<file path="config.mk">
export PLATFORM = sky130hd
export DESIGN_NAME = fctab_ctrl
export DESIGN_NICKNAME = d
export VERILOG_FILES = /design/src/hw/rtl/fctab_pkg.sv /design/src/hw/rtl/fctab_ctrl.sv
export SDC_FILE = /design/constraint.sdc
export NUM_CORES = 1
export LEC_CHECK = 0
export BUFFER_PORTS_ARGS = -buffer_cell sky130_fd_sc_hd__buf_2
export CORE_AREA = 5 5 42 44
export DETAILED_ROUTE_END_ITERATION = 16
export DIE_AREA = 0 0 47 49
export PLACE_DENSITY_LB_ADDON = 0.3
export SYNTH_ARGS = -nofsm -noshare
export SYNTH_HDL_FRONTEND = slang
export SYNTH_SLANG_ARGS = --single-unit
</file>
<file path="constraint.sdc">
create_clock -name clk -period 4 [get_ports clk]
set_input_delay 0.6 -clock clk [delete_from_list [all_inputs] [get_ports clk]]
set_output_delay 0.6 -clock clk [all_outputs]
set_load 0.05 [all_outputs]
</file>
<file path="src/hw/rtl/fctab_pkg.sv">
// Shared types, codes and constants of the FAT cluster table engine.
`timescale 1ns / 1ps

package fctab_pkg;

	// Table geometry
	localparam int TABLE_ENTRIES = 4096;
	localparam int ADDR_W        = $clog2(TABLE_ENTRIES);
	localparam int DATA_W        = 32;
	localparam int LIMIT_W       = 13;
	localparam int CLUSTER_W     = 12;
	localparam int OP_W          = 3;

	// Configuration port
	localparam int CFG_IDX_W  = 1;
	localparam int CFG_DATA_W = LIMIT_W;
	localparam logic [CFG_IDX_W-1:0] CFG_FAT_TYPE    = 1'd0;
	localparam logic [CFG_IDX_W-1:0] CFG_ENTRY_LIMIT = 1'd1;
	localparam logic [LIMIT_W-1:0]   LIMIT_RESET     = 13'd4096;
	localparam logic [LIMIT_W-1:0]   TABLE_LIM       = LIMIT_W'(TABLE_ENTRIES);

	// Entry formats; any other code acts as thirty-two-bit
	localparam logic [1:0] FAT12 = 2'd0;
	localparam logic [1:0] FAT16 = 2'd1;

	localparam logic [DATA_W-1:0] MASK12   = 32'h0000_0FFF;
	localparam logic [DATA_W-1:0] MASK16   = 32'h0000_FFFF;
	localparam logic [DATA_W-1:0] ALL_ONES = 32'hFFFF_FFFF;
	localparam logic [DATA_W-1:0] END12    = 32'h0000_0FF0;
	localparam logic [DATA_W-1:0] END16    = 32'h0000_FFF0;
	localparam logic [DATA_W-1:0] END32    = 32'hFFFF_FFF0;

	// Free search starts past the reserved entries
	localparam logic [DATA_W-1:0] FIND_FIRST = 32'd3;

	// Operation codes
	localparam logic [OP_W-1:0] OP_READ  = 3'd0;
	localparam logic [OP_W-1:0] OP_LINK  = 3'd1;
	localparam logic [OP_W-1:0] OP_ALLOC = 3'd2;
	localparam logic [OP_W-1:0] OP_FIND  = 3'd3;
	localparam logic [OP_W-1:0] OP_CHAIN = 3'd4;
	localparam logic [OP_W-1:0] OP_RUN   = 3'd5;

	typedef struct packed {
		logic [OP_W-1:0]      op;
		logic [CLUSTER_W-1:0] cluster;
		logic [DATA_W-1:0]    link_value;
	} in_t;

	typedef struct packed {
		logic [DATA_W-1:0] value;
		logic              limit_hit;
	} out_t;

	// Result source chosen by the controller
	typedef enum logic [2:0] {
		RES_ZERO,
		RES_ONES,
		RES_ENTRY,
		RES_CUR,
		RES_COUNT,
		RES_COUNT_INC
	} res_sel_t;

	typedef struct packed {
		logic     load;
		logic     wr;
		logic     rd_cur;
		logic     rd_next;
		logic     fin;
		logic     hit;
		res_sel_t res_sel;
	} cmd_t;

	typedef struct packed {
		logic [OP_W-1:0] op;
		logic            in_range;
		logic            entry_zero;
		logic            walk_stop;
		logic            next_out;
	} stat_t;

endpackage

</file>
<file path="src/hw/rtl/fctab_ctrl.sv">
// Controller: sequences each operation and owns the channel handshakes.
`timescale 1ns / 1ps

module fctab_ctrl (
	input  logic              clk,
	input  logic              arst_n,
	input  logic              in_valid,
	output logic              in_ready,
	output logic              out_valid,
	input  logic              out_ready,
	input  fctab_pkg::stat_t  stat,
	output fctab_pkg::cmd_t   cmd
);

	typedef enum logic [1:0] {
		S_IDLE,
		S_START,
		S_EVAL
	} state_t;

	state_t state_q;
	state_t state_d;
	logic   out_valid_q;
	logic   out_free;

	assign out_free  = !out_valid_q || out_ready;
	assign in_ready  = (state_q == S_IDLE);
	assign out_valid = out_valid_q;

	// Finish an item: only when the output register can take it
	function automatic fctab_pkg::cmd_t finish(input fctab_pkg::cmd_t c,
		input fctab_pkg::res_sel_t sel, input logic hit);
		fctab_pkg::cmd_t r;
		r         = c;
		r.fin     = 1'b1;
		r.res_sel = sel;
		r.hit     = hit;
		return r;
	endfunction

	// Next state and commands
	always_comb begin
		cmd     = '0;
		state_d = state_q;
		case (state_q)
			S_IDLE: begin
				if (in_valid) begin
					cmd.load = 1'b1;
					state_d  = S_START;
				end
			end
			S_START: begin
				case (stat.op)
					fctab_pkg::OP_LINK, fctab_pkg::OP_ALLOC: begin
						if (out_free) begin
							cmd     = finish(cmd, fctab_pkg::RES_ZERO, !stat.in_range);
							cmd.wr  = stat.in_range;
							state_d = S_IDLE;
						end
					end
					fctab_pkg::OP_READ, fctab_pkg::OP_FIND: begin
						if (stat.in_range) begin
							cmd.rd_cur = 1'b1;
							state_d    = S_EVAL;
						end else if (out_free) begin
							cmd     = finish(cmd, fctab_pkg::RES_ONES, 1'b1);
							state_d = S_IDLE;
						end
					end
					fctab_pkg::OP_CHAIN, fctab_pkg::OP_RUN: begin
						if (stat.in_range) begin
							cmd.rd_cur = 1'b1;
							state_d    = S_EVAL;
						end else if (out_free) begin
							cmd     = finish(cmd, fctab_pkg::RES_COUNT, 1'b1);
							state_d = S_IDLE;
						end
					end
					default: begin
						if (out_free) begin
							cmd     = finish(cmd, fctab_pkg::RES_ZERO, 1'b0);
							state_d = S_IDLE;
						end
					end
				endcase
			end
			S_EVAL: begin
				case (stat.op)
					fctab_pkg::OP_READ: begin
						if (out_free) begin
							cmd     = finish(cmd, fctab_pkg::RES_ENTRY, 1'b0);
							state_d = S_IDLE;
						end
					end
					fctab_pkg::OP_FIND: begin
						if (stat.entry_zero) begin
							if (out_free) begin
								cmd     = finish(cmd, fctab_pkg::RES_CUR, 1'b0);
								state_d = S_IDLE;
							end
						end else if (stat.next_out) begin
							if (out_free) begin
								cmd     = finish(cmd, fctab_pkg::RES_ONES, 1'b1);
								state_d = S_IDLE;
							end
						end else begin
							cmd.rd_next = 1'b1;
						end
					end
					fctab_pkg::OP_CHAIN, fctab_pkg::OP_RUN: begin
						if (stat.walk_stop) begin
							if (out_free) begin
								cmd     = finish(cmd, fctab_pkg::RES_COUNT, 1'b0);
								state_d = S_IDLE;
							end
						end else if (stat.next_out) begin
							// the link that leaves the range still counts
							if (out_free) begin
								cmd     = finish(cmd, fctab_pkg::RES_COUNT_INC, 1'b1);
								state_d = S_IDLE;
							end
						end else begin
							cmd.rd_next = 1'b1;
						end
					end
					default: begin
						if (out_free) begin
							cmd     = finish(cmd, fctab_pkg::RES_ZERO, 1'b0);
							state_d = S_IDLE;
						end
					end
				endcase
			end
			default: begin
				state_d = S_IDLE;
			end
		endcase
	end

	// State and output valid
	always_ff @(posedge clk or negedge arst_n) begin
		if (!arst_n) begin
			state_q     <= S_IDLE;
			out_valid_q <= 1'b0;
		end else begin
			state_q <= state_d;
			if (cmd.fin) begin
				out_valid_q <= 1'b1;
			end else if (out_ready) begin
				out_valid_q <= 1'b0;
			end
		end
	end

endmodule

</file>
==> results.json, run 1 <==
{
  "clk_pin_slew_ns": 0.04,
  "start_util_pct": 35.0,
  "diodes": 0,
  "syn-num-nets": 81,
  "worst-path-max-fanout": 7,
  "ant_nets": 0,
  "syn_avg_cell_area_um2": 7.43,
  "globalRouteOverflowTotal": 0,
  "criticalPathCategory": "register to output pin",
  "clock_skew_ns": 0.00183,
  "layout-drive-gt1-share_pct": 28.9,
  "yosysWarnings": 0,
  "grt_use_total_pct": 12.3,
  "cts_num_sinks": 3,
  "synth_area_um2": 490,
  "slew_violations": 0,
  "cts_made_buffers": 3,
  "clock_latency_ns": 0.23,
  "seq_area_um2": 75.1,
  "via_count": 577,
  "drt_iter0_drc": 15,
  "htree_levels": 1,
  "dieArea_mm2": 0.00230,
  "timing.slew.headroom_pct": 75.3,
  "async_flop_share_pct": 100,
  "worstPathArrival_ns": 1.95,
  "dpl.hpwl_um": 1080,
  "coreArea_mm2": 0.00140,
  "cts_root_buf": "clkbuf_4",
  "setup_viol": 0,
  "seq_area_frac_synth_pct": 15.3,
  "cts_buffer_depth": 2,
  "wire_per_inst_um": 12.7,
  "grt_pass1_wl_um": 2220,
  "synth-edff-count": 0,
  "p_leak_nw": 0.331,
  "post_cts_buffers": 0,
  "ys_ff_latch": 3,
  "tns_ns": 0,
  "rsz0062_at_grt": "no",
  "worst_pin_slew_ns": 0.364,
  "hold_viol": 0,
  "maxCapViolCount": 0,
  "ctsHoldBuffers": 0,
  "synth_cell_types": 33,
  "regToRegEndpoint": "state_q[1]$_DFFE_PN0P_",
  "die_x_um": 47,
  "die_y_um": 49,
  "nets": 106,
  "finalCriticalPeriod_ns": 2.55,
  "first_global_vias": 553,
  "crit_path_end_kind": "output pin",
  "reg2reg_depth": 6,
  "irDropWorstVdd_v": 0.000290,
  "yosys.area.top_type_share_pct": 15.3,
  "critPathLaunch": "state_q[0]$_DFFE_PN0P_",
  "portBuffers": 21,
  "max_freq_ghz": 0.392,
  "p_per_area_mw_per_mm2": 591,
  "drcViolationCount": 0,
  "synthCells": 66,
  "dr.pass1.iters": 4,
  "synth_top_cells_by_area": "dfrtp_1 (15%), ha_1 (10%), nand2b_1 (6.4%)",
  "wirelength_um": 1350,
  "area_growth_pct": 29.8,
  "hold_path_class": "primary input to asynchronous set/reset pin",
  "required_ns": 3.40,
  "cts_resized": 0,
  "antenna_found_initial": 0,
  "r2r_slack_ns": 2.42,
  "timing.critical_path.to": "cmd[2]",
  "power_w": 0.000376,
  "grt_start_max_net_pins": 14,
  "reg2reg_from": "state_q[0]$_DFFE_PN0P_",
  "status": "finished clean",
  "synth_ff_type": "dfrtp_1",
  "io_pins": 22,
  "crit_path_start_kind": "register",
  "nFillCells": 154,
  "synth_top_cell_by_area": "dfrtp_1",
  "vias_per_cell": 5.44,
  "cts_tree": "built",
  "final.period_utilization_pct": 63.8,
  "multiInputGateArea_um2": 392,
  "std_cell_rows": 14,
  "gp_congestion": 0.885
}
==> state kept, by name, indices dropped and copies added (netlist names) <==
name	cells
out_valid	1
state_q	2
==> critical path, cell delays in order, from the launching register on <==
cell and delay, ns:
dfrtp_1 0.40, inv_1 0.11, ha_1 0.33, o21ai_0 0.14, a2111oi_0 0.41, buf_2 0.34
==> report_power, final <==
part	total [W]	internal, W	switching (W)
Combinational	0.000272	0.0000804	0.000191
Clock	0.0000511	0.0000373	0.0000139
Sequential	0.0000535	0.0000431	0.0000104
==> cell usage in the layout (no fill, tap or decap), drive strengths merged <==
cell | Yosys | final
a2111oi | 1 | 1
a211o | 1 | 1
a21o | 1 | 1
a21oi | 3 | 3
a31oi | 1 | 1
a32o | 1 | 1
a41o | 1 | 1
and2 | 2 | 2
and3 | 2 | 2
and4 | 1 | 1
buf | 1 | 21
clkbuf | 0 | 4
dfrtp | 3 | 3
ha | 4 | 4
inv | 5 | 5
mux2 | 1 | 1
nand2 | 4 | 4
nand2b | 5 | 5
nand3 | 2 | 2
nand3b | 1 | 1
nand4 | 1 | 1
nor2 | 8 | 8
nor2b | 4 | 4
nor3b | 1 | 1
o21a | 1 | 1
o21ai | 3 | 3
o21bai | 1 | 1
o22ai | 2 | 2
o2bb2ai | 1 | 1
o311ai | 1 | 1
o32ai | 1 | 1
xnor2 | 1 | 1
xor2 | 1 | 1
==> kinds of logic after synthesis <==
| family | share of synthesized area [%] |
|---|---|
| simple gates | 35.5 |
| compound gates | 27.6 |
| buf+inv | 4.85 |
| fa+ha+maj | 10.2 |
| flops | 15.3 |
| xor+xnor | 3.57 |
| mux | 3.06 |
==> stage by stage <==
stage	std cells	setup slack [ns]	utilization, %	cell area [um^2]	hold WS, ns
after global routing	106	1.27	45.4	637	0.138
after CTS	106	1.45	45.4	637	0.154
final	106	1.45	45.4	637	0.159
after global placement	102	1.70	43.6	611	0.396
after detailed placement	102	1.66	43.6	611	0.397
after floorplan	66	0.0960	-	490	0.304
==> Yosys cell counts (2+ instances only) <==
| library cell | number |
|---|---|
| nand2b_1 | 5 |
| and2_1 | 2 |
| nand2_1 | 4 |
| o22ai_1 | 2 |
| ha_1 | 4 |
| inv_1 | 5 |
| nor2_1 | 8 |
| dfrtp_1 | 3 |
| nand3_1 | 2 |
| nor2b_1 | 3 |
| and3_1 | 2 |
| o21ai_0 | 3 |
| a21oi_1 | 3 |
==> worst min-delay path by stage <==
stage                 from                    end  slack (ns)  cells after the start
detailed placement  arst_n  out_valid$_DFFE_PN0P_        0.40                      1
global placement    arst_n  out_valid$_DFFE_PN0P_        0.40                      1
floorplan           arst_n  out_valid$_DFFE_PN0P_        0.30                      0
finish              arst_n  out_valid$_DFFE_PN0P_        0.16                      1
global route        arst_n  out_valid$_DFFE_PN0P_        0.14                      1
CTS                 arst_n  out_valid$_DFFE_PN0P_        0.15                      1
==> routing by layer <==
metal	track usage (%)	part of all wire (%)	wire [um]	vias up
li1	-	-	-	286
met4	5.99	0	0	0
met2	19.7	52	706	22
met3	1.85	7.3	98	0
met1	15.4	40	547	269
met5	0	0	0	-
==> area by class of cell <==
cell class                 count  share of cell area [%]
multi-input combinational     57                    61.5
sequential                     3                    11.8
tap                           16                    3.14
clock buffer                   4                    4.13
timing repair buffer          21                    16.5
inverter                       5                    2.95
Power figures use the tool's default switching activity.
==> run 2, diff against run 1 <==
Clock period 4 ns to 2.2 ns, I/O delays scaled along.
==> run 2 against run 1 <==
  * Clock skew decreased by 0.0018 ns
  * Non-clock buffer count increased by 3
  * Sequential share of layout area shrank 0.96 points
  * Die area unchanged
  * Largest cell class unchanged
==> results.json, run 2 (synthesized netlist as in run 1, its figures left out) <==
{
  "status": "finished clean",
  "p_per_area_mw_per_mm2": 1050,
  "io_pins": 22,
  "dr.max_layer_used": "met4",
  "antenna_found_initial": 0,
  "grt_pass1_wl_um": 2290,
  "cts_root_buf": "clkbuf_4",
  "grt_start_max_net_pins": 14,
  "irDropWorstVdd_v": 0.000516,
  "pwr-share-seq_pct": 13.6,
  "crit_slowest_cell": "dfrtp_1",
  "die_x_um": 47,
  "hold_viol": 0,
  "dr.pass1.iters": 4,
  "criticalPathCategory": "register to output pin",
  "holdWs_ns": 0.417,
  "dpl.hpwl_um": 1110,
  "final_area_um2": 693,
  "hold_path_class": "primary input to asynchronous set/reset pin",
  "vias_per_cell": 5.31,
  "crit_family": "buffers and inverters",
  "diodes": 0,
  "multiInputGateArea_um2": 413,
  "setup_viol": 0,
  "cts_buffer_depth": 2,
  "required_ns": 1.87,
  "pre_cts_ws_ns": 0.281,
  "final.period_utilization_pct": 93.6,
  "clk_pin_slew_ns": 0.03,
  "dieArea_mm2": 0.00230,
  "p_sw_w": 0.000411,
  "cts_made_buffers": 3,
  "met2_length_um": 721,
  "cp_cell_sequence": "inv_1, ha_2, nand2b_1, a2111oi_2, buf_2",
  "max_freq_ghz": 0.485,
  "first_global_vias": 525,
  "crit_buf_inv": 2,
  "largest_register_ffs": 2,
  "internal-power_w": 0.000318,
  "portBuffers": 21,
  "pwr-share-comb_pct": 73.4,
  "wl_met1_um": 564,
  "p_leak_nw": 0.343,
  "worst-path-max-fanout": 6,
  "gp_congestion": 0.819,
  "power.share.clock_pct": 13.0,
  "post_cts_buffers": 0,
  "finalCriticalPeriod_ns": 2.06,
  "wl_met3_um": 80,
  "critPathMaxStageDelay_ns": 0.40,
  "via_count": 579,
  "wire_per_inst_um": 12.6,
  "clock_latency_ns": 0.23,
  "maxCapViolCount": 0,
  "seq_area_um2": 75.1,
  "area_growth_pct": 41.3,
  "globalRouteOverflowTotal": 0,
  "fin_util_pct": 49.5,
  "crit_path_start_kind": "register",
  "clock_skew_ns": 0.0000428,
  "final_cell_mix": "buf_2 (17), nor2_1 (7), clkbuf_4 (6)",
  "wirelength_um": 1370,
  "timing.slew.headroom_pct": 78.2,
  "worst_pin_slew_ns": 0.321,
  "drt_iter0_drc": 9,
  "slew_violations": 0,
  "grt_use_total_pct": 13.3,
  "coreArea_mm2": 0.00140,
  "placed_area_um2": 637,
  "layout-drive-gt1-share_pct": 36.6,
  "htree_levels": 1,
  "layout_setup_ws_ns": 0.140,
  "rsz0062_at_grt": "no",
  "swShare_pct": 56.3,
  "start_util_pct": 35.0,
  "crit_path_end_kind": "output pin",
  "cts_num_sinks": 3,
  "drcViolationCount": 0,
  "die_y_um": 49,
  "ant_nets": 0,
  "final_common_cell": "buf_2",
  "worstPathArrival_ns": 1.73,
  "cts_tree": "built",
  "nets": 109,
  "std_cell_rows": 14,
  "regMostFlops": "state_q",
  "nFillCells": 161
}
run 2: cell count changes in the layout (fill, tap and decap cells not counted), sizes merged:
| cell | previous run | this run |
|---|---|---|
| dlygate4sd3 | 0 | 1 |
| buf | 21 | 20 |
| clkbuf | 4 | 7 |
run 2: what timing repair did:
action	in CTS	in global routing
hold buffers	1	0
endpoints found under the setup margin	0	5
resized for setup	0	9
hold endpoints to repair	3	0
run 2: metal layers:
layer	vias up	GRT usage, %
met3	2	1.11
li1	297	-
met2	17	21.7
met5	-	0
met4	0	5.99
met1	263	17.0
run 2: worst paths after layout:
check,slack (ns),to,depth (start not counted),start
max in group asynchronous,1.68,state_q[0]$_DFFE_PN0P_,2,arst_n
min in group clk,0.54,out_valid$_DFFE_PN0P_,5,out_ready
setup reg to reg,0.56,state_q[1]$_DFFE_PN0P_,7,state_q[0]$_DFFE_PN0P_
hold / removal,0.42,out_valid$_DFFE_PN0P_,2,arst_n
hold reg to reg,0.56,state_q[1]$_DFFE_PN0P_,1,state_q[1]$_DFFE_PN0P_
setup / recovery,0.14,cmd[2],5,state_q[1]$_DFFE_PN0P_
run 2: power groups by stage:
stage / combinational [W] / sequential, W / clock (W)
after floorplan: 0.000363 / 0.000129 / 0
after global placement: 0.000513 / 0.0000972 / 0
after detailed placement: 0.000513 / 0.0000990 / 0
after CTS: 0.000519 / 0.0000985 / 0.000100
after global routing: 0.000582 / 0.000103 / 0.000111
final: 0.000535 / 0.0000990 / 0.0000951
run 2: final cells by class:
type | instances | share of cell area [%]
Clock buffer | 4 | 3.79
Inverter | 5 | 2.71
Multi-Input combinational cell | 57 | 59.6
Sequential cell | 3 | 10.8
Tap cell | 16 | 2.89
Timing Repair Buffer | 24 | 20.2
run 2: metrics by stage:
step | total power [W] | std cells | setup TNS (ns)
6_report | 0.000729 | 109 | 0
5_1_grt | 0.000796 | 109 | 0
4_1_cts | 0.000718 | 109 | 0
3_5_place_dp | 0.000612 | 104 | 0
3_3_place_gp | 0.000610 | 104 | 0
2_1_floorplan | 0.000491 | 66 | -0.117
